File: config.mk
export PLATFORM = sky130hd
export DESIGN_NAME = dcp_mul
export DESIGN_NICKNAME = d
export VERILOG_FILES = /design/src/dcp_mul.sv
export SDC_FILE = /design/constraint.sdc
export NUM_CORES = 2
export LEC_CHECK = 0
export BUFFER_PORTS_ARGS = -buffer_cell sky130_fd_sc_hd__buf_2
export CAP_MARGIN = 20
export CORE_MARGIN = 1.5
export CORE_UTILIZATION = 55
export CTS_CLUSTER_SIZE = 28
export DETAILED_ROUTE_END_ITERATION = 6
export MAX_ROUTING_LAYER = met4
export PLACE_DENSITY_LB_ADDON = 0.25
export SLEW_MARGIN = 5
export SYNTH_ARGS = -nofsm -noshare
export SYNTH_HDL_FRONTEND = slang
export SYNTH_SLANG_ARGS = --single-unit
File: constraint.sdc
create_clock -name clk -period 5.5 [get_ports clk]
set_input_delay 0.55 -clock clk [delete_from_list [all_inputs] [get_ports clk]]
set_output_delay 0.55 -clock clk [all_outputs]
set_load 0.02 [all_outputs]
File: src/dcp_mul.sv
module dcp_mul #(
	parameter int AW = 33,
	parameter int BW = 33
) (
	input  logic             clk,
	input  logic [AW-1:0]    a,
	input  logic [BW-1:0]    b,
	output logic [AW+BW-1:0] p_q
);

	// Operands are split in halves; the four partial products are registered
	// and summed in the second stage.
	localparam int AL = (AW + 1) / 2;
	localparam int AH = AW - AL;
	localparam int BL = (BW + 1) / 2;
	localparam int BH = BW - BL;
	localparam int PW = AW + BW;

	logic [AL+BL-1:0] ll_s1;
	logic [AL+BH-1:0] lh_s1;
	logic [AH+BL-1:0] hl_s1;
	logic [AH+BH-1:0] hh_s1;

	always_ff @(posedge clk) begin
		ll_s1 <= a[AL-1:0] * b[BL-1:0];
		lh_s1 <= a[AL-1:0] * b[BW-1:BL];
		hl_s1 <= a[AW-1:AL] * b[BL-1:0];
		hh_s1 <= a[AW-1:AL] * b[BW-1:BL];
	end

	always_ff @(posedge clk) begin
		p_q <= PW'(ll_s1) + (PW'(lh_s1) << BL) + (PW'(hl_s1) << AL)
			+ (PW'(hh_s1) << (AL + BL));
	end

endmodule

Word-level counts from Yosys, hierarchy flattened
Cells that the tools add are included.
W data, S select, Z words.

cells by class
  add/sub/neg operators = 3
  multiply operators = 4

operator list
  cell              count
  $add A66 B66 Y66  1
  $add A51 B50 Y52  1
  $add A34 B50 Y51  1
  $mul A17 B17 Y34  1
  $mul A16 B17 Y33  1
  $mul A17 B16 Y33  1
  $mul A16 B16 Y32  1

storage, ports and cells
  output and inout bits = 66
  flip-flop bits (word level) = 198
  logic and storage cells = 12

Logic depth before layout (Yosys ltp)
  depth after elaboration = 3
  gate-level depth with buffers = 23

Worst setup path after synthesis
No wires, ideal clock.

  kind = input to register
  start point = input b[10]
  end point = register hl_s1[29]
  data required time = 5.373 ns
  stages = 18
  arrival time = 5.862 ns
  path buffers = 1
  setup slack = -0.489 ns
  setup time = 0.127 ns
  cells stage by stage = clkbuf_1 > nand2_1 > fa_1 > fa_1 > fa_1 > fa_1 > inv_1 > fa_1 > fa_1 > ha_1 > and3_1 > and2_0 > a221o_1 > a221oi_4 > o221ai_1 > a21oi_1 > o221ai_1 > xor2_1

on the way
  cells in the longest elaborated chain, start to end = 1

ends and longest elaborated chain
  item                  line  text
  start, declared       7     input logic [BW-1:0] b,
  $mul A16 B17 Y33      27    hl_s1 <= a[AW-1:AL] * b[BL-1:0];
  end signal, assigned  27
  end, declared         21    logic [AH+BL-1:0] hl_s1;

Every way passes these cells.

Final worst setup path
  start point = input a[23]
  end point = register hl_s1[31]

on the way
  cells in the longest elaborated chain, start to end = 1

ends and longest elaborated chain
  item              line  text
  start, declared   6     input logic [AW-1:0] a,
  $mul A16 B17 Y33  27

Every way passes these cells.

==> flow_metrics.env <==
export IMPL_gp_congestion=0.977
export IMPL_skew_ps=35.4
export IMPL_cts_buffers=17
export IMPL_path_clk_slew_ps=80
export IMPL_cts_sinks=198
export IMPL_cp_cell_sequence="buf_12 -> buf_4 -> and2_1 -> fa_1 -> inv_1 -> fa_1 -> fa_2 -> fa_1 -> inv_1 -> fa_1 -> fa_1 -> ha_4 -> and3_4 -> and2_4 -> a221o_2 -> a221oi_4 -> o221a_2 -> o21ai_4 -> a221oi_2 -> xnor2_1"
export IMPL_vias=34593
export IMPL_grt_start_max_net_pins=34
export IMPL_finalWirelength_microns=119000
export IMPL_root_buffer="clkbuf_16"
export IMPL_gr_total_overflow=0
export IMPL_ys_types=70
export IMPL_synthTopCellsByCount="inv_1, fa_1, nand2_1, and2_1, ha_1"
export IMPL_drt_pass1_iter_count=7
export IMPL_grt_pass1_wl_microns=188000
export IMPL_clockBufferDepth=2
export IMPL_crit_path_end_kind="flop"
export IMPL_dp_hpwl_microns=97600
export IMPL_cts_max_level=4
export IMPL_grt_busiest_layer="met2"
export IMPL_rows=103
export IMPL_met2_usage_pct=50.7
export IMPL_synthTopCellsByArea="fa_1, ha_1, dfxtp_1"
export IMPL_slowest_delay_ps=550
export IMPL_synth_cells=4863
export IMPL_min_period_ps=5600
export IMPL_crit_arrival_ps=6030
export IMPL_holdBufCountCts=0
export IMPL_rsz0062_at_grt="yes"
export IMPL_worst_r2r_setup_slack_ps=340
export IMPL_die_w_microns=284
export IMPL_syn_area_sq_um=43600
export IMPL_seq_area_sq_um=3960
export IMPL_multi_input_area_sq_um=36300
export IMPL_met1_usage_pct=37.1
export IMPL_io_pins=133
export IMPL_path_max_fanout=21
export IMPL_antenna_found_initial=2
export IMPL_reg2reg_depth=21
export IMPL_via_per_inst=5.33
export IMPL_required_ps=5930
export IMPL_area_growth_pct=20.5
export IMPL_synth_most_common_cell="inv_1"
export IMPL_synth_seq_cells=198
export IMPL_synth_top_area_share_pct=39.2
export IMPL_crit_type="in -> reg"
export IMPL_outcome="finished, violations left"
export IMPL_synth_edf_count=0
export IMPL_layout_drive_gt1_share_pct=19.2
export IMPL_worst_pin_slew_ps=948
export IMPL_grt_usage_pct=30.4
export IMPL_maxSlewViolCount=0
export IMPL_setup_viol=4
export IMPL_syn_num_nets=6271
export IMPL_hold_class="reg -> reg"
export IMPL_path_common_cell="fa_1"
export IMPL_synth_seq_area_share_pct=9.10
export IMPL_violations="setup timing"
export IMPL_holdPathStages=0
export IMPL_dieArea_sq_um=80900
export IMPL_clk_latency_ps=520
export IMPL_synth_area_per_cell_sq_um=8.96
export IMPL_synthFlopType="dfxtp_1"
export IMPL_synth_largest_area_cell="fa_1"
export IMPL_worst_slack_ps=-95.8
export IMPL_ant_nets=0
export IMPL_drt_iter0_markers=1923
export IMPL_post_route_period_util_pct=102
export IMPL_cts_tree="done"
export IMPL_coreArea_sq_um=78700
export IMPL_max_cap_viol_count=0
export IMPL_synthArstFlopShare_pct=0
export IMPL_grt_use_met3_pct=4.10
export IMPL_fin_hold_ws_ps=329
export IMPL_route_detailed_drc=0
export IMPL_yosysWarnings=0
export IMPL_start_util_pct=55.3
export IMPL_slew_headroom_pct=36.8
export IMPL_die_y_microns=284
export IMPL_critPathBufInv=4
export IMPL_cp_top_family="adder cells"
export IMPL_path_depth=20
export IMPL_fmax_mhz=179
export IMPL_avgRoutedWirePerCell_microns=18.4
export IMPL_crit_path_start_kind="input pin"
export IMPL_io_buffers=132
export IMPL_fillers=6408
export IMPL_nets=6828
export IMPL_cp_slowest_cell="fa_1"
export IMPL_hold_viol=0
export IMPL_grt_pass1_vias=36520
flip-flops by register name (all words and copies together) (netlist names):
name and flops:
ll_s1 34, hl_s1 33, p_q 66, hh_s1 32
lh_s1 33
kinds of logic after synthesis:
family | Yosys count | synth area share, %
AOI/OAI and AO/OA | 503 | 7.67
xor gates and xnor gates | 169 | 3.40
adders and majority gates | 1341 | 53.2
buffers and inverters | 1205 | 10.4
DFF | 198 | 9.10
muxes | 1 | 0.0230
and+or+nand+nor | 1446 | 16.2
final cells by class:
| class | count | share of cell area (%) |
|---|---|---|
| clock inverter | 13 | 0.260 |
| sequential | 198 | 7.55 |
| antenna | 2 | 0.00954 |
| clock buffer | 19 | 0.863 |
| tap | 1050 | 2.50 |
| multi-input combinational | 3460 | 69.2 |
| inverter | 971 | 6.95 |
| timing repair buffer | 772 | 12.6 |
routing by layer:
| metal | vias up | wire length [microns] |
|---|---|---|
| li1 | 15928 | - |
| met1 | 17490 | 47900 |
| met2 | 963 | 59100 |
| met3 | 212 | 6630 |
| met4 | 0 | 5610 |
| met5 | - | 0 |
path summary, 6_finish.rpt:
check	start	end
max	a[23]	hl_s1[31]
min	ll_s1[1]	p_q[1]
max reg2reg	hl_s1[9]	p_q[60]
min reg2reg	ll_s1[1]	p_q[1]
stage by stage:
stage	cells	cell area [sq um]	worst slack, ps	utilization (%)	setup TNS [ps]
final	6485	52500	-95.8	66.6	-150
after global routing	6485	52500	-224	66.6	-1920
after CTS	6431	50700	2.75	64.4	0
after detailed placement	6397	49900	-828	63.3	-45470
after global placement	6397	49900	-801	63.3	-40700
after floorplan	4863	44300	-243	-	-1540
placed cells by master (no fill, tap or decap), drive strengths merged, types with 19 or more instances in the layout:
master / instances
a211oi: 30
o21a: 19
ha: 488
buf: 757
o21bai: 27
inv: 977
nand3: 44
clkbuf: 34
nor2: 107
a21o: 101
fa: 853
a21oi: 159
and2: 509
xor2: 57
nand4: 23
nand2: 677
o21ai: 67
dfxtp: 198
xnor2: 112
repair_timing:
item,CTS,global route
resized for setup,69,301
endpoints found under the setup margin,61,64
setup buffers,2,46
pin swaps,12,130
cloned,0,10
Power is left out: the tool's default activity adds up to more than one toggle a clock period on the data nets, which glitch-free logic cannot reach.
