===== config.mk =====
export PLATFORM = sky130hd
export DESIGN_NAME = dcp_sqrt_cell
export DESIGN_NICKNAME = d
export VERILOG_FILES = /design/src/dcp_sqrt_cell.sv
export SDC_FILE = /design/constraint.sdc
export NUM_CORES = 1
export LEC_CHECK = 0
export BUFFER_PORTS_ARGS = -buffer_cell sky130_fd_sc_hd__buf_2
export CAP_MARGIN = 10
export CORE_AREA = 2 2 107 109
export CTS_BUF_LIST = sky130_fd_sc_hd__clkbuf_8
export CTS_CLUSTER_SIZE = 10
export DETAILED_ROUTE_END_ITERATION = 16
export DIE_AREA = 0 0 109 111
export PLACE_DENSITY_LB_ADDON = 0.12
export SLEW_MARGIN = 5
export SYNTH_ARGS = -nofsm -noshare
export SYNTH_HDL_FRONTEND = slang
export SYNTH_SLANG_ARGS = --single-unit
export TNS_END_PERCENT = 100

===== constraint.sdc =====
create_clock -name clk -period 6.6 [get_ports clk]
set_clock_uncertainty 0.15 [all_clocks]
set_input_delay 0.66 -clock clk [delete_from_list [all_inputs] [get_ports clk]]
set_output_delay 0.66 -clock clk [all_outputs]
set_load 0.1 [all_outputs]

===== src/dcp_sqrt_cell.sv =====
module dcp_sqrt_cell #(
	parameter int LW = 34
) (
	input  logic            clk,
	input  logic [2*LW-1:0] rad,
	input  logic [LW+1:0]   rem,
	input  logic [LW-1:0]   root,
	output logic [2*LW-1:0] rad_q,
	output logic [LW+1:0]   rem_q,
	output logic [LW-1:0]   root_q
);

	// One result bit per cell: bring down two radicand bits and try 4*root+1.
	localparam int CUR_W = LW + 4;

	logic [CUR_W-1:0] cur;
	logic [CUR_W-1:0] trial;
	logic             ge;

	assign cur   = {rem, rad[2*LW-1 -: 2]};
	assign trial = CUR_W'({root, 2'b01});
	assign ge    = (cur >= trial);

	always_ff @(posedge clk) begin
		rad_q  <= {rad[2*LW-3:0], 2'b00};
		rem_q  <= ge ? (LW+2)'(cur - trial) : (LW+2)'(cur);
		root_q <= {root[LW-2:0], ge};
	end

endmodule


**After elaboration in Yosys (flattened, before gate mapping)**

Cells that the tools add are included.

- Input port bits: 139
- Output and inout port bits: 138
- Register bits after elaboration: 136
- Word-level logic and storage cells: 6

- Order comparisons: 1
- Muxes and demuxes: 1
- Add/subtract/negate cells: 1

Operators by type and width:

| operator | number |
|---|---|
| 38-bit by 36-bit >= comparator with 1-bit output | 1 |
| 36-bit 2-to-1 mux | 1 |
| 36-bit subtractor | 1 |

**Longest topological paths before layout**

- Depth after elaboration: 2
- Depth in mapped cells: 14
- Depth with buffers taken out: 11

**Worst setup path after synthesis**

No wires, ideal clock.

- Kind: input to register
- From: input port root[5]
- To: register rem_q[12]
- Stages: 11
- Data required time: 6.327 ns
- Slack: 3.322 ns
- Path buffers: 2
- Setup time: 0.123 ns
- Arrival: 3.004 ns
- Path through: inv_1 > ha_1 > buf_2 > a2111o_1 > o21ai_2 > o41a_2 > o21ai_2 > a31o_2 > a211oi_4 > buf_6 > mux2_1

- Word-level cells in the longest chain between the ends: 2
- Elaborated cells between the ends (all ways): 3
- Classes of those cells: add/sub (1); order compare (1); mux (1)

Ends and longest elaborated chain:

| what | RTL line | RTL |
|---|---|---|
| from (decl) | 7 | `input logic [LW-1:0] root,` |
| 36-bit subtractor or 38-bit by 36-bit >= comparator with 1-bit output (tied branches) | 26, 22 |  |
| 36-bit 2-to-1 mux * | 26 | `rem_q <= ge ? (LW+2)'(cur - trial) : (LW+2)'(cur);` |
| to (signal assigned) | 26 |  |
| to (decl) | 9 | `output logic [LW+1:0] rem_q,` |

Mark *: on every way between the ends. The rest lies on a longest branch, timed or not.

**Worst setup path after layout**

- From: input port rem[5]
- To: register rem_q[32]

- Word-level cells in the longest chain between the ends: 2
- Elaborated cells between the ends (all ways): 3
- Classes of those cells: add/sub (1); order compare (1); mux (1)

Ends and longest elaborated chain:

| what | RTL line | RTL |
|---|---|---|
| from (decl) | 6 | `input logic [LW+1:0] rem,` |
| 36-bit subtractor or 38-bit by 36-bit >= comparator with 1-bit output (tied branches) | 26, 22 |  |
| 36-bit 2-to-1 mux * | 26 |  |

Marked as above.

==> impl_results.md <==
- Routed metal-1 wire length: 5450 um
- Top Family by Delay on Critical Path: compound AO/OA/AOI/OAI gates
- Destination of the critical timing path: rem_q[32]
- Number of max-cap violations: 0
- Port-buffer cells: 274
- Starting density of the core: 0.482
- Area of all placed cells without fillers: 7190 um2
- Worst-Margin Slew: 0.725 ns
- Number of iterations in the first detailed-routing pass: 6
- Hold WS: 0.162 ns
- TritonCTS Buffers: 17
- Clock period minus worst slack: 3.27 ns
- Max H-tree Level: 4
- Sequential share of the synthesized area: 0.510
- CP startpoint: rem[5]
- # hold bufs at CTS: 0
- Number of distinct library cell variants in the gate-level netlist after synthesis: 56
- RSZ-0062 raised after global routing: false
- Fraction of registers with async set/reset: 0
- Startpoint kind of the worst setup timing path: input port
- I/O pin cnt: 277
- Count of buffers added by post-CTS timing repair for setup: 0
- Fraction of final layout cells sized beyond drive strength 1: 0.401
- Endpoint arrival time on the critical path: about 3.4 ns
- Synth Warn #: 0
- Count of vias placed by the detailed router: ~4900
- CTS root buffer: sky130_fd_sc_hd__clkbuf_8
- Clock tree from TritonCTS: built
- Status: finished clean
- Tightest slew margin relative to the limit: 0.504
- Top FF cell, synth: sky130_fd_sc_hd__dfxtp_1
- Max-slew violation count: 0
- Post-Syn Area: 5340 um2
- Clock sinks: 136
- First-pass GRT wire length: 22300 um
- Met2 wire length: around 7400 um
- TNS Setup: 0 ns
- Number of antenna violations at the first check in global routing: 0
- Net count of the finished layout: 994
- Crit. End Element: flop
- Worst-case vdd ir drop: around 0.21 mV
- Maximum fanout encountered on the critical timing path: 38
- Clock slew seen by the registers of the worst setup and hold paths: 0.08 ns
- Class of the tightest hold or removal check: input port to flop
- Slowest cell delay on critical path: 0.45 ns
- Number of stages on the worst setup path: 11
- Area post-placement: 6790 um2
- Final estimated routing congestion in global placement: 0.867
- Die width: ~110 um
- Classification of the worst setup path: input port to flop
- Topmost layer with routed signal wires: met4
- Area delta synth->final: 34.7%
- Via-per-instance ratio: 4.98
- Final setup violation count: 0
- HPWL reported at the end of detailed placement: between 10000 and 15000 um
- Via count of the first global-routing pass: 4692
- Initial drt markers: 306
- # DRC: 0
- Core region area: 11100 um2
- Leak: 3.60 nW
- Area of the die: between 10000 and 15000 um2
- Largest net degree at the start of global routing: 39
- Bufs and invs on worst path: 2
- Overflow after GRT: 0
- Number of register bits inferred by synthesis: 136
- Post-route fraction of the period consumed by the critical path: 0.495
- Height of the chip: 111 um
- Cell type of the slowest stage on the worst timing path: sky130_fd_sc_hd__a2111o_1
- Count of nets left with antenna violations after detail routing: 0
- Diode insertion count for antenna repair: 0
- Mean cell area of the mapped netlist: 9.91 um2
- Fmax achieved: 306 MHz
- Placement row count: 39
- CTS Buffer Depth: 2
- Gate count of the mapped netlist: 539
- EDFF count, synth: 0
- Power density over cell area: about 360 nW/um2
- Crit-path most repeated cell: sky130_fd_sc_hd__o21ai_2
- Wire length after detailed routing: around 14000 um
- Endpoints failing hold: 0
- Total Routing Usage GR: 0.238
- PostCTS Resize Cnt: 0
- Met3 WL post-DR: 1220 um
- Crit-path cells: buf_2 -> ha_1 -> a2111o_1 -> o21ai_2 -> o41a_2 -> o21ai_2 -> a31o_2 -> a211oi_4 -> buf_4 -> mux2i_1 -> o311ai_1
- Per-cell routed wire length: 14.7 um
- Crit path required time: 6.77 ns
==> how the worst min path moves through the flow <==
stage,from,cells after the start,to
2_1_floorplan,rad[8],0,rad_q[10]
3_3_place_gp,rad[4],1,rad_q[6]
3_5_place_dp,rad[19],1,rad_q[21]
4_1_cts,rad[49],1,rad_q[51]
5_1_grt,rad[39],1,rad_q[41]
6_report,rad[49],1,rad_q[51]
==> logic make-up after synthesis <==
| logic type | synth area share |
|---|---|
| adder cells (fa/ha/maj) | 0.0844 |
| flip-flops | 0.510 |
| other | 0.000702 |
| multiplexers | 0.00797 |
| buffers and inverters | 0.0537 |
| XOR/XNOR | 0.0492 |
| AND/OR/NAND/NOR | 0.106 |
| AO/OA/AOI/OAI | 0.188 |
==> per-layer routing <==
metal | track usage | vias to the layer above
li1 | - | 2425
met1 | 0.265 | 2205
met2 | 0.419 | 207
met3 | 0.0794 | 17
met4 | 0.0795 | 0
met5 | 0 | -
==> state kept, by name (all words and copies together), names as in the netlist <==
signal  flops
rad_q      66
rem_q      36
root_q     34
==> placed cells by master (no fill, tap or decap), drive strengths merged, types with 3 or more instances in the layout <==
| cell type | netlist | routed |
|---|---|---|
| buf | 10 | 276 |
| dfxtp | 136 | 136 |
| nand2 | 57 | 57 |
| o21ai | 51 | 51 |
| inv | 44 | 47 |
| a21oi | 38 | 38 |
| ha | 36 | 36 |
| nor2 | 23 | 23 |
| clkbuf | 6 | 19 |
| xnor2 | 17 | 17 |
| a21o | 14 | 14 |
| xor2 | 13 | 13 |
| nand3 | 9 | 9 |
| nor2b | 8 | 8 |
| a31oi | 7 | 7 |
| nand4 | 6 | 6 |
| nor3 | 6 | 6 |
| o21a | 5 | 5 |
| clkinv | 0 | 5 |
| nand2b | 4 | 4 |
| o21bai | 4 | 4 |
| o211ai | 3 | 3 |
| a2111oi | 3 | 3 |
| and3 | 3 | 3 |
| clkinvlp | 0 | 3 |
| a211oi | 3 | 3 |
==> where the power goes <==
part | switching (W) | internal, W | leakage, nW | total [W]
clock network | 0.000332 | 0.000359 | 0.200 | 0.000691
logic | 0.000799 | 0.000190 | 2.26 | 0.000989
registers | 0.0000181 | 0.000901 | 1.15 | 0.000919
total | 0.00115 | 0.00145 | 3.60 | 0.00260
==> metrics by stage <==
step | setup slack (ns) | total power, W | utilization | instances
6_report | 3.33 | 0.00260 | 0.649 | 975
3_5_place_dp | 2.85 | 0.00193 | 0.613 | 943
5_1_grt | 3.16 | 0.00270 | 0.649 | 975
3_3_place_gp | 2.94 | 0.00192 | 0.613 | 943
4_1_cts | 3.36 | 0.00262 | 0.649 | 975
2_1_floorplan | 3.32 | 0.00175 | - | 540
==> synth_stat cells, drive strengths merged, types with 4 or more instances <==
cell      n  share of area
o21bai    4         0.0056
nor3      6         0.0056
nand4     6         0.0070
nor2b     8         0.0094
a31oi     7         0.0082
xnor2    17          0.028
nand3     9         0.0084
nand2    57          0.040
o21ai    51          0.063
xor2     13          0.021
nand2b    4         0.0047
a21oi    38          0.036
nor2     23          0.016
buf      10          0.019
o21a      5         0.0070
ha       36          0.084
clkbuf    6         0.0042
a21o     14          0.020
dfxtp   136           0.51
inv      44          0.031
==> layout make-up <==
cell class / count / area [um2]
flip-flops and latches: 136 / 2720
multi-input cells: 344 / 2330
inverters: 44 / 165
clock buffers: 19 / 262
repair buffers: 276 / 1390
clock inverters: 13 / 144
fillers: 935 / 3880
well taps: 143 / 179
Power figures use the tool's default switching activity.
