--- src/dcp_div_cell.sv ---
module dcp_div_cell #(
	parameter int DEN_W = 33,
	parameter int NUM_W = 17,
	parameter int Q_W   = 17
) (
	input  logic             clk,
	input  logic [DEN_W-1:0] den,
	input  logic [DEN_W-1:0] rem,
	input  logic [NUM_W-1:0] num,
	input  logic [Q_W-1:0]   quo,
	output logic [DEN_W-1:0] den_q,
	output logic [DEN_W-1:0] rem_q,
	output logic [NUM_W-1:0] num_q,
	output logic [Q_W-1:0]   quo_q
);

	// One restoring step per cell; the divisor travels with its operand.
	logic [DEN_W:0] trial;
	logic           ge;

	assign trial = {rem, num[NUM_W-1]};
	assign ge    = (trial >= {1'b0, den});

	always_ff @(posedge clk) begin
		den_q <= den;
		rem_q <= ge ? DEN_W'(trial - {1'b0, den}) : DEN_W'(trial);
		num_q <= {num[NUM_W-2:0], 1'b0};
		quo_q <= {quo[Q_W-2:0], ge};
	end

endmodule

--- config.mk ---
export PLATFORM = sky130hd
export DESIGN_NAME = dcp_div_cell
export DESIGN_NICKNAME = d
export VERILOG_FILES = /design/src/dcp_div_cell.sv
export SDC_FILE = /design/constraint.sdc
export NUM_CORES = 1
export LEC_CHECK = 0
export BUFFER_PORTS_ARGS = -buffer_cell sky130_fd_sc_hd__buf_2
export CORE_MARGIN = 3
export CORE_UTILIZATION = 40
export CTS_BUF_LIST = sky130_fd_sc_hd__clkbuf_4 sky130_fd_sc_hd__clkbuf_8 sky130_fd_sc_hd__clkbuf_16
export CTS_CLUSTER_SIZE = 12
export DETAILED_ROUTE_END_ITERATION = 7
export HOLD_SLACK_MARGIN = 0.03
export PLACE_DENSITY = 0.7
export SLEW_MARGIN = 20
export SYNTH_ARGS = -nofsm -noshare
export SYNTH_HDL_FRONTEND = slang
export SYNTH_SLANG_ARGS = --single-unit
--- constraint.sdc ---
create_clock -name clk -period 7.3 [get_ports clk]
set_clock_uncertainty 0.1 [all_clocks]
set_input_delay 0.73 -clock clk [delete_from_list [all_inputs] [get_ports clk]]
set_output_delay 0.73 -clock clk [all_outputs]
set_load 0.01 [all_outputs]
Yosys cells after proc, flatten, opt, wreduce, memory -nomap -nowiden
Cells that the tools add are included.

word-level totals
  register bits = 99
  RAM bits = 0
  memory bits (read-only) = 0
  latch bits = 0
  word-level logic and storage cells = 7
  memories = 0

operators by class
  multiply operators = 0
  shift-type cells = 0
  order comparisons = 1
  div/mod/pow operators = 0
  mux-type cells = 1
  equal/unequal tests = 0
  reductions and logical operators = 0
  add/subtract/negate cells = 1
  bitwise gates (word level) = 0

operators by type and width
  cell                                                            number
  34-bit by 33-bit greater-or-equal comparator with 1-bit output  1
  33-bit 2-to-1 mux                                               1
  33-bit subtractor                                               1

Logic depth before layout (Yosys ltp)
Gate-level depths: netlist of the first run.

  depth in word-level cells = 2
  depth in mapped cells = 14

Worst setup path before layout of the first run
No wires, ideal clock.

  path type = input to register
  start point = input num[16]
  end point = register rem_q[1]
  path buffers = 1
  data required time = 7.079 ns
  cell stages on the path = 12
  path slack = 4.049 ns
  data arrival time = 3.030 ns
  cell sequence = inv_1 ha_1 inv_1 fa_1 a21o_1 a221o_2 a21oi_2 o41a_4 o31ai_4 a41oi_2 buf_6 mux2_4

on the way
  longest elaborated chain between the ends = 2
  elaborated cells on any way between the ends = 3
  those cells by class = add/sub: 1; order compare: 1; mux: 1

ends and longest elaborated chain
  item                                                                                                        RTL line  RTL
  start, declared                                                                                             9         input logic [NUM_W-1:0] num,
  33-bit subtractor / 34-bit by 33-bit greater-or-equal comparator with 1-bit output (equally long branches)  26, 22
  33-bit 2-to-1 mux *                                                                                         26        rem_q <= ge ? DEN_W'(trial - {1'b0, den}) : DEN_W'(trial);
  end signal, assigned                                                                                        26
  end, declared                                                                                               12        output logic [DEN_W-1:0] rem_q,

Every way passes the cells marked *; elsewhere a longest branch is shown, timed or not.

Worst setup path after layout of the first run
  start point = input num[16]
  end point = register rem_q[13]

Same word-level chain as after synthesis.

==> results of run 1 <==
kinds of logic after synthesis:
family / count (synthesis)
XOR/XNOR: 28
other: 1
buffers and inverters: 59
adder cells (fa/ha/maj): 34
AO/OA/AOI/OAI: 136
multiplexers: 1
AND/OR/NAND/NOR: 109
flip-flops: 99
how the worst min path moves through the flow:
| stage | endpoint | startpoint |
|---|---|---|
| final | quo_q[16]$_DFF_P_ | quo[15] |
| after global routing | quo_q[16]$_DFF_P_ | quo[15] |
| after CTS | quo_q[16]$_DFF_P_ | quo[15] |
| after detailed placement | num_q[16]$_DFF_P_ | num[15] |
| after global placement | num_q[15]$_DFF_P_ | num[14] |
| after floorplan | den_q[0]$_DFF_P_ | den[0] |
synth_stat cells, types with 5 or more instances:
| cell type | instances |
|---|---|
| sky130_fd_sc_hd__inv_1 | 43 |
| sky130_fd_sc_hd__xnor2_1 | 16 |
| sky130_fd_sc_hd__o21ai_2 | 18 |
| sky130_fd_sc_hd__buf_6 | 6 |
| sky130_fd_sc_hd__o21bai_1 | 8 |
| sky130_fd_sc_hd__nor3_1 | 5 |
| sky130_fd_sc_hd__nand3_1 | 8 |
| sky130_fd_sc_hd__dfxtp_1 | 99 |
| sky130_fd_sc_hd__and3_1 | 7 |
| sky130_fd_sc_hd__nor2_1 | 15 |
| sky130_fd_sc_hd__nand2_1 | 58 |
| sky130_fd_sc_hd__ha_1 | 33 |
| sky130_fd_sc_hd__o21ai_0 | 26 |
| sky130_fd_sc_hd__a21oi_1 | 34 |
| sky130_fd_sc_hd__a21o_1 | 10 |
| sky130_fd_sc_hd__xor2_1 | 12 |
| sky130_fd_sc_hd__clkbuf_1 | 8 |
| sky130_fd_sc_hd__o31ai_1 | 5 |
flip-flops by register name, indices dropped and copies added (netlist names):
name   cells
den_q     33
rem_q     33
quo_q     17
num_q     16
layer usage:
| layer | track usage (%) | vias to the layer above | share of wire (%) |
|---|---|---|---|
| li1 | - | 2009 | - |
| met4 | 6.57 | 0 | 1.9 |
| met1 | 21.8 | 1775 | 43 |
| met5 | 0 | - | 0 |
| met3 | 5.13 | 15 | 7.0 |
| met2 | 31.3 | 141 | 48 |
layout by cell type, fill, tap and decap left out, types with 2 or more instances in the layout:
cell,Yosys,routed
sky130_fd_sc_hd__a211oi_1,4,4
sky130_fd_sc_hd__a21boi_0,3,3
sky130_fd_sc_hd__a21o_1,10,10
sky130_fd_sc_hd__a21oi_1,34,34
sky130_fd_sc_hd__a31oi_1,3,3
sky130_fd_sc_hd__and3_1,7,7
sky130_fd_sc_hd__buf_2,1,198
sky130_fd_sc_hd__bufinv_16,0,2
sky130_fd_sc_hd__clkbuf_8,0,10
sky130_fd_sc_hd__dfxtp_1,99,99
sky130_fd_sc_hd__ha_1,33,33
sky130_fd_sc_hd__inv_1,43,43
sky130_fd_sc_hd__inv_6,0,2
sky130_fd_sc_hd__nand2_1,58,58
sky130_fd_sc_hd__nand2b_1,4,4
sky130_fd_sc_hd__nand3_1,8,8
sky130_fd_sc_hd__nand4_1,3,3
sky130_fd_sc_hd__nor2_1,15,15
sky130_fd_sc_hd__nor3_1,5,5
sky130_fd_sc_hd__nor4_1,4,4
sky130_fd_sc_hd__o211ai_1,3,3
sky130_fd_sc_hd__o21a_1,4,4
sky130_fd_sc_hd__o21ai_0,26,26
sky130_fd_sc_hd__o21ai_2,18,18
sky130_fd_sc_hd__o21bai_1,8,8
sky130_fd_sc_hd__o31ai_1,5,5
sky130_fd_sc_hd__or3_1,2,2
sky130_fd_sc_hd__xnor2_1,16,16
sky130_fd_sc_hd__xor2_1,12,12
metrics by stage:
step | total power, mW | area (sq um) | std cells | hold slack (ns)
floorplan | 0.843 | 4400 | 467 | 0.658
global placement | 0.967 | 5470 | 786 | 0.732
detailed placement | 0.970 | 5470 | 786 | 0.734
CTS | 1.37 | 5700 | 802 | 0.332
global route | 1.43 | 5700 | 802 | 0.329
finish | 1.35 | 5700 | 802 | 0.359
area by class of cell:
class                           instances  share of cell area [%]
Timing Repair Buffer                  199                    17.5
Tap cell                              136                    2.99
Multi-Input combinational cell        309                    37.9
Inverter                               43                    2.83
Clock inverter                          5                    1.45
Sequential cell                        99                    34.8
Clock buffer                           11                    2.55
power by group through the flow:
stage,registers [mW],clock network (mW),logic (mW)
final,0.611,0.395,0.343
after global routing,0.617,0.431,0.381
after CTS,0.612,0.409,0.347
after detailed placement,0.625,0,0.345
after global placement,0.623,0,0.344
after floorplan,0.656,0,0.187
==> results.sh, run 1 <==
export IMPL_worst_hold_path_num_cells=1
export IMPL_synthDominantAreaCellType="sky130_fd_sc_hd__dfxtp_1"
export IMPL_num_nets_final=796
export IMPL_die_area_sq_um=12300
export IMPL_synth_top_family_by_area="compound AO/OA/AOI/OAI gates"
export IMPL_area_fraction_in_compound_gates_after_synthesis_pct=21.8
export IMPL_crit_path_top_delay_cell="sky130_fd_sc_hd__a41oi_4"
export IMPL_drt_drc_violations_left=0
export IMPL_root_buffer="sky130_fd_sc_hd__clkbuf_8"
export IMPL_critPathRequiredTime_ns=7.44
export IMPL_detail_route_iter0_violations=157
export IMPL_detail_route_antenna_nets=0
export IMPL_critPathMostFrequentCell="sky130_fd_sc_hd__inv_1"
export IMPL_adder_and_majority_cell_fraction_of_the_synthesized_area_pct=9.84
export IMPL_power_density_nw_per_um2=237
export IMPL_share_comb_of_total_power_pct=25.4
export IMPL_cts_repair_timing_setup_buffer_count=0
export IMPL_setup_violations=0
export IMPL_worst_path_dominant_cell_family="compound AO/OA/AOI/OAI gates"
export IMPL_cts_reportedPaths_clkPinSlew_ns=0.09
export IMPL_mappedNetlistArea_sq_um=4400
export IMPL_total_of_cells_resized_after_clock_tree_synthesis=0
export IMPL_synthMuxAreaShare_pct=0.341
export IMPL_synth_main_ff_cell="sky130_fd_sc_hd__dfxtp_1"
export IMPL_total_leakage_power_nw=2.86
export IMPL_total_routing_usage_gr_pct=18.3
export IMPL_timing_setup_tns_ns=0
export IMPL_first_pass_grt_wire_length_mm=18.4
export IMPL_synth_simple_gate_area_share_pct=11.1
export IMPL_synthesis_to_layout_area_growth_pct=29.5
export IMPL_hp_class="in2reg"
export IMPL_hold_viol=0
export IMPL_layout_core_utilization_pct=54.2
export IMPL_critPathKind="in2reg"
export IMPL_critical_path_arrival_ns=4.25
export IMPL_period_minus_slack_ns=4.11
export IMPL_synth_xor_area_share_pct=5.58
export IMPL_ys_types=53
export IMPL_numCtsBuffers=9
export IMPL_syn_instance_count=467
export IMPL_synth_fp_nets=602
export IMPL_sw_frac_of_total_pct=29.3
export IMPL_worstPathCellList="buf_2 -> inv_1 -> ha_1 -> inv_1 -> fa_1 -> a21o_1 -> a221o_2 -> a21oi_2 -> o41a_4 -> o31ai_4 -> a41oi_4 -> buf_4 -> o21ai_0"
export IMPL_vias_in_the_first_global_route=3801
export IMPL_dr_total_vias=3940
export IMPL_number_of_antenna_diodes=0
export IMPL_postSynth_asyncResetShare_pct=0
export IMPL_finalMaxSlewViolations=0
export IMPL_initial_core_util_pct=41.9
export IMPL_drt_pre_antenna_iters=4
export IMPL_cts_sinks=99
export IMPL_syn_avg_cell_area_sq_um=9.42
export IMPL_place_detailed_hpwl_mm=9.35
export IMPL_io_buffer_count=198
export IMPL_setup_ws_ns=3.19
export IMPL_ff_latch_area_sq_um=1980
export IMPL_switchingPower_mw=0.395
export IMPL_synth_area_leaders="sky130_fd_sc_hd__dfxtp_1 45%, sky130_fd_sc_hd__ha_1 9.4%, sky130_fd_sc_hd__nand2_1 5.0%, sky130_fd_sc_hd__a21oi_1 3.9%, sky130_fd_sc_hd__inv_1 3.7%"
export IMPL_cts_hold_buffers_added=0
export IMPL_yosysSeqAreaShare_pct=45.1
export IMPL_routabilityCongestion=0.819
export IMPL_maximum_number_of_pins_on_one_net_before_global_route_repair=35
export IMPL_status="finished clean"
export IMPL_num_io_pins=201
export IMPL_avgRoutedWirePerCell_um=14.0
export IMPL_grt_remaining_overflow=0
export IMPL_slew_headroom_pct=32.1
export IMPL_tritoncts="yes"
export IMPL_initial_antenna_violation_count=0
export IMPL_worst_setup_path_end_kind="flop"
export IMPL_synth_edff_count=0
export IMPL_maxClockFrequency_mhz=243
export IMPL_core_rowCount=37
export IMPL_design_core_area_sq_um=10500
export IMPL_yosys_register_bits=99
export IMPL_cp_slowest_stage_delay_ns=0.88
export IMPL_synth_warnings=0
export IMPL_max_clock_path_buffers=2
export IMPL_worstSetupStartpointType="input pin"
export IMPL_layout_worst_path_cycle_share_pct=56.3
export IMPL_critical_path_buf_inv_count=4
export IMPL_tightestPinTransition_ns=1.02
export IMPL_critical_path_max_fanout=34
export IMPL_routed_wl_mm=11.3
export IMPL_htree_num_levels=3
export IMPL_drt_vias_per_instance=4.91
export IMPL_internal_power_mw=0.953
export IMPL_multiInputGateArea_sq_um=2160
export IMPL_critPathLaunch="num[16]"
export IMPL_power_share_sequential_pct=45.3
export IMPL_dp_slack_ns=2.72
export IMPL_synthDominantCellAreaShare_pct=45.1
export IMPL_maxCapViolCount=0
export IMPL_peakVddDrop_mv=0.128
export IMPL_layout_drive_gt1_share_pct=36.3
export IMPL_chip_height_um=111
export IMPL_total_number_of_cells_along_the_worst_setup_path=13
export IMPL_pwr_share_clk_pct=29.3
export IMPL_final_fill_count=961
export IMPL_rsz0062_at_grt="no"
export IMPL_endpoint="rem_q[13]$_DFF_P_"
export IMPL_die_width_um=111
No activity file was read; power rests on OpenSTA's default activity.
==> run 2, diff against run 1 <==
--- a/config.mk
+++ b/config.mk
@@ -5,6 +5,7 @@
 export SDC_FILE = /design/constraint.sdc
 export NUM_CORES = 1
 export LEC_CHECK = 0
+export ABC_AREA = 1
 export BUFFER_PORTS_ARGS = -buffer_cell sky130_fd_sc_hd__buf_2
 export CORE_MARGIN = 3
 export CORE_UTILIZATION = 40
==> constraint.sdc (replaced) <==
create_clock -name clk -period 3.75 [get_ports clk]
set_clock_uncertainty 0.1 [all_clocks]
set_input_delay 0.375 -clock clk [delete_from_list [all_inputs] [get_ports clk]]
set_output_delay 0.375 -clock clk [all_outputs]
set_load 0.01 [all_outputs]
==> results.sh, run 2 <==
export IMPL_internal_power_mw=2.15
export IMPL_total_leakage_power_nw=4.27
export IMPL_detail_route_antenna_nets=0
export IMPL_initial_antenna_violation_count=0
export IMPL_final_fill_count=1230
export IMPL_yosys_register_bits=99
export IMPL_drt_pre_antenna_iters=5
export IMPL_setup_ws_ns=0.874
export IMPL_maxCapViolCount=0
export IMPL_critical_path_arrival_ns=3.02
export IMPL_power_share_sequential_pct=38.9
export IMPL_syn_avg_cell_area_sq_um=6.80
export IMPL_timing_setup_tns_ns=0
export IMPL_syn_instance_count=780
export IMPL_ff_latch_area_sq_um=1980
export IMPL_crit_path_top_delay_cell="sky130_fd_sc_hd__dlygate4sd3_1"
export IMPL_synth_fp_nets=915
export IMPL_globalRouteMet3Util_pct=4.15
export IMPL_peakVddDrop_mv=0.194
export IMPL_share_comb_of_total_power_pct=25.7
export IMPL_routabilityCongestion=0.908
export IMPL_whs_ns=0.0412
export IMPL_first_pass_grt_wire_length_mm=24.8
export IMPL_layout_drive_gt1_share_pct=24.4
export IMPL_synthDominantCellAreaShare_pct=37.3
export IMPL_vias_in_the_first_global_route=5091
export IMPL_reg_top3="den_q (33), rem_q (33), quo_q (17)"
export IMPL_cts_repair_timing_setup_buffer_count=0
export IMPL_critPathKind="in2reg"
export IMPL_synth_most_common_cell="sky130_fd_sc_hd__nand2_1"
export IMPL_routed_wl_mm=15.4
export IMPL_maximum_number_of_pins_on_one_net_before_global_route_repair=36
export IMPL_synthesis_to_layout_area_growth_pct=37.5
export IMPL_worstPathCellList="dlygate4sd3_1 -> buf_2 -> ha_1 -> inv_1 -> fa_1 -> nand3_1 -> nand3_2 -> nand2_1 -> nand2_2 -> nand2_4 -> nand2_8 -> nand3_1 -> nand2_1"
export IMPL_synth_edff_count=0
export IMPL_yosysSeqAreaShare_pct=37.3
export IMPL_detail_route_iter0_violations=208
export IMPL_pwr_share_clk_pct=35.4
export IMPL_total_of_cells_resized_after_clock_tree_synthesis=0
export IMPL_setup_violations=0
export IMPL_avgRoutedWirePerCell_um=12.8
export IMPL_drt_vias_per_instance=4.35
export IMPL_place_detailed_hpwl_mm=11.6
export IMPL_dr_total_vias=5253
export IMPL_ys_types=31
export IMPL_mostFrequentLayoutCell="sky130_fd_sc_hd__nand2_1"
export IMPL_power_density_nw_per_um2=418
export IMPL_drt_drc_violations_left=0
export IMPL_global_route_usage_met2_pct=36.6
export IMPL_worstSetupStartpointType="input pin"
export IMPL_core_rowCount=41
export IMPL_critical_path_max_fanout=35
export IMPL_worst_setup_path_end_kind="flop"
export IMPL_numCtsBuffers=9
export IMPL_finalMaxSlewViolations=0
export IMPL_top_usage_layer="met2"
export IMPL_max_clock_path_buffers=2
export IMPL_cts_reportedPaths_clkPinSlew_ns=0.06
export IMPL_hold_viol=0
export IMPL_cp_slowest_stage_delay_ns=0.52
export IMPL_met1_usage_pct=26.9
export IMPL_yosys_top_cells_count="289 x sky130_fd_sc_hd__nand2_1, 155 x sky130_fd_sc_hd__inv_1, 99 x sky130_fd_sc_hd__dfxtp_1, 54 x sky130_fd_sc_hd__nand3_1, 35 x sky130_fd_sc_hd__nor2_1"
export IMPL_rsz0062_at_grt="no"
export IMPL_cts_hold_buffers_added=51
export IMPL_synthDominantAreaCellType="sky130_fd_sc_hd__dfxtp_1"
export IMPL_synth_warnings=0
export IMPL_synth_main_ff_cell="sky130_fd_sc_hd__dfxtp_1"
export IMPL_initial_core_util_pct=41.6
export IMPL_hp_class="in2reg"
export IMPL_maxClockFrequency_mhz=348
export IMPL_mostFrequentLayoutCells="289 x sky130_fd_sc_hd__nand2_1, 198 x sky130_fd_sc_hd__buf_2, 155 x sky130_fd_sc_hd__inv_1"
export IMPL_postSynth_asyncResetShare_pct=0
export IMPL_report_power_total_mw=3.05
export IMPL_dp_slack_ns=0.958
export IMPL_num_io_pins=201
export IMPL_synth_area_leaders="sky130_fd_sc_hd__dfxtp_1 37%, sky130_fd_sc_hd__nand2_1 20%, sky130_fd_sc_hd__inv_1 11%, sky130_fd_sc_hd__ha_1 7.8%, sky130_fd_sc_hd__nand3_1 5.1%"
export IMPL_tritoncts="yes"
export IMPL_die_width_um=121
export IMPL_period_minus_slack_ns=2.88
export IMPL_sw_frac_of_total_pct=29.5
export IMPL_worst_hold_path_num_cells=1
export IMPL_die_area_sq_um=14700
export IMPL_status="finished clean"
export IMPL_cts_sinks=99
export IMPL_htree_num_levels=3
export IMPL_total_routing_usage_gr_pct=21.3
export IMPL_switchingPower_mw=0.898
export IMPL_grt_remaining_overflow=0
export IMPL_num_nets_final=1166
export IMPL_io_buffer_count=198
export IMPL_chip_height_um=121
export IMPL_multiInputGateArea_sq_um=2650
export IMPL_mappedNetlistArea_sq_um=5310
export IMPL_layout_worst_path_cycle_share_pct=76.7
export IMPL_design_core_area_sq_um=12800
export IMPL_number_of_antenna_diodes=0
export IMPL_root_buffer="sky130_fd_sc_hd__clkbuf_16"
export IMPL_critPathRequiredTime_ns=3.89
[run 2: cell types whose count changed after synthesis, moves of 10 or more]
cell                       before  now
sky130_fd_sc_hd__nand3_2        0   15
sky130_fd_sc_hd__o21ai_0       26    1
sky130_fd_sc_hd__nor2_1        15   35
sky130_fd_sc_hd__nand3b_1       0   10
sky130_fd_sc_hd__a21oi_1       34   21
sky130_fd_sc_hd__o21ai_2       18    0
sky130_fd_sc_hd__xnor2_1       16    1
sky130_fd_sc_hd__nand3_1        8   54
sky130_fd_sc_hd__nand2_1       58  289
sky130_fd_sc_hd__inv_1         43  155
[run 2: layout make-up]
type | instances | area share, %
clock buffers | 10 | 3.27
clock inverters | 5 | 1.47
inverters | 160 | 8.23
multi-input cells | 511 | 36.2
flip-flops and latches | 99 | 27.2
well taps | 172 | 2.95
repair buffers | 250 | 20.7
[run 2: critical path, delay by kind of cell]
family	cells	cell delay, ns
adder cells (fa/ha/maj)	2	0.55
buffers and inverters	3	0.71
AND/OR/NAND/NOR	8	1.37
[run 2: cell families (layout without fill, tap and decap cells)]
family          after synthesis  in the layout  synth area share (%)
buf+inv                     170            425                  12.8
simple gates                438            438                  36.9
fa+ha+maj                    34             34                  8.16
compound gates               24             24                  2.36
other cells                   1              1                0.0707
flops                        99             99                  37.3
xor+xnor                     14             14                  2.31
[run 2: metrics by stage]
step | utilization, % | cells | area, sq um
2_1_floorplan | - | 780 | 5310
3_3_place_gp | 50.4 | 1141 | 6440
3_5_place_dp | 50.4 | 1141 | 6440
4_1_cts | 57.1 | 1207 | 7300
5_1_grt | 57.1 | 1207 | 7300
6_report | 57.1 | 1207 | 7300
[run 2: final timing paths]
check | slack (ns) | startpoint | to
min | 0.04 | den[17] | den_q[17]$_DFF_P_
max | 0.87 | den[0] | rem_q[17]$_DFF_P_
[run 2: layer usage]
layer	up-vias	wire, um
met4	0	164
met3	10	1070
met2	159	7180
met1	2238	7030
li1	2846	-
met5	-	0
[run 2: power groups by stage]
stage | combinational (mW) | clock, mW | sequential, mW
global route | 0.889 | 1.14 | 1.19
CTS | 0.788 | 1.10 | 1.19
floorplan | 0.415 | 0 | 1.27
finish | 0.784 | 1.08 | 1.19
detailed placement | 0.742 | 0 | 1.21
global placement | 0.737 | 0 | 1.21
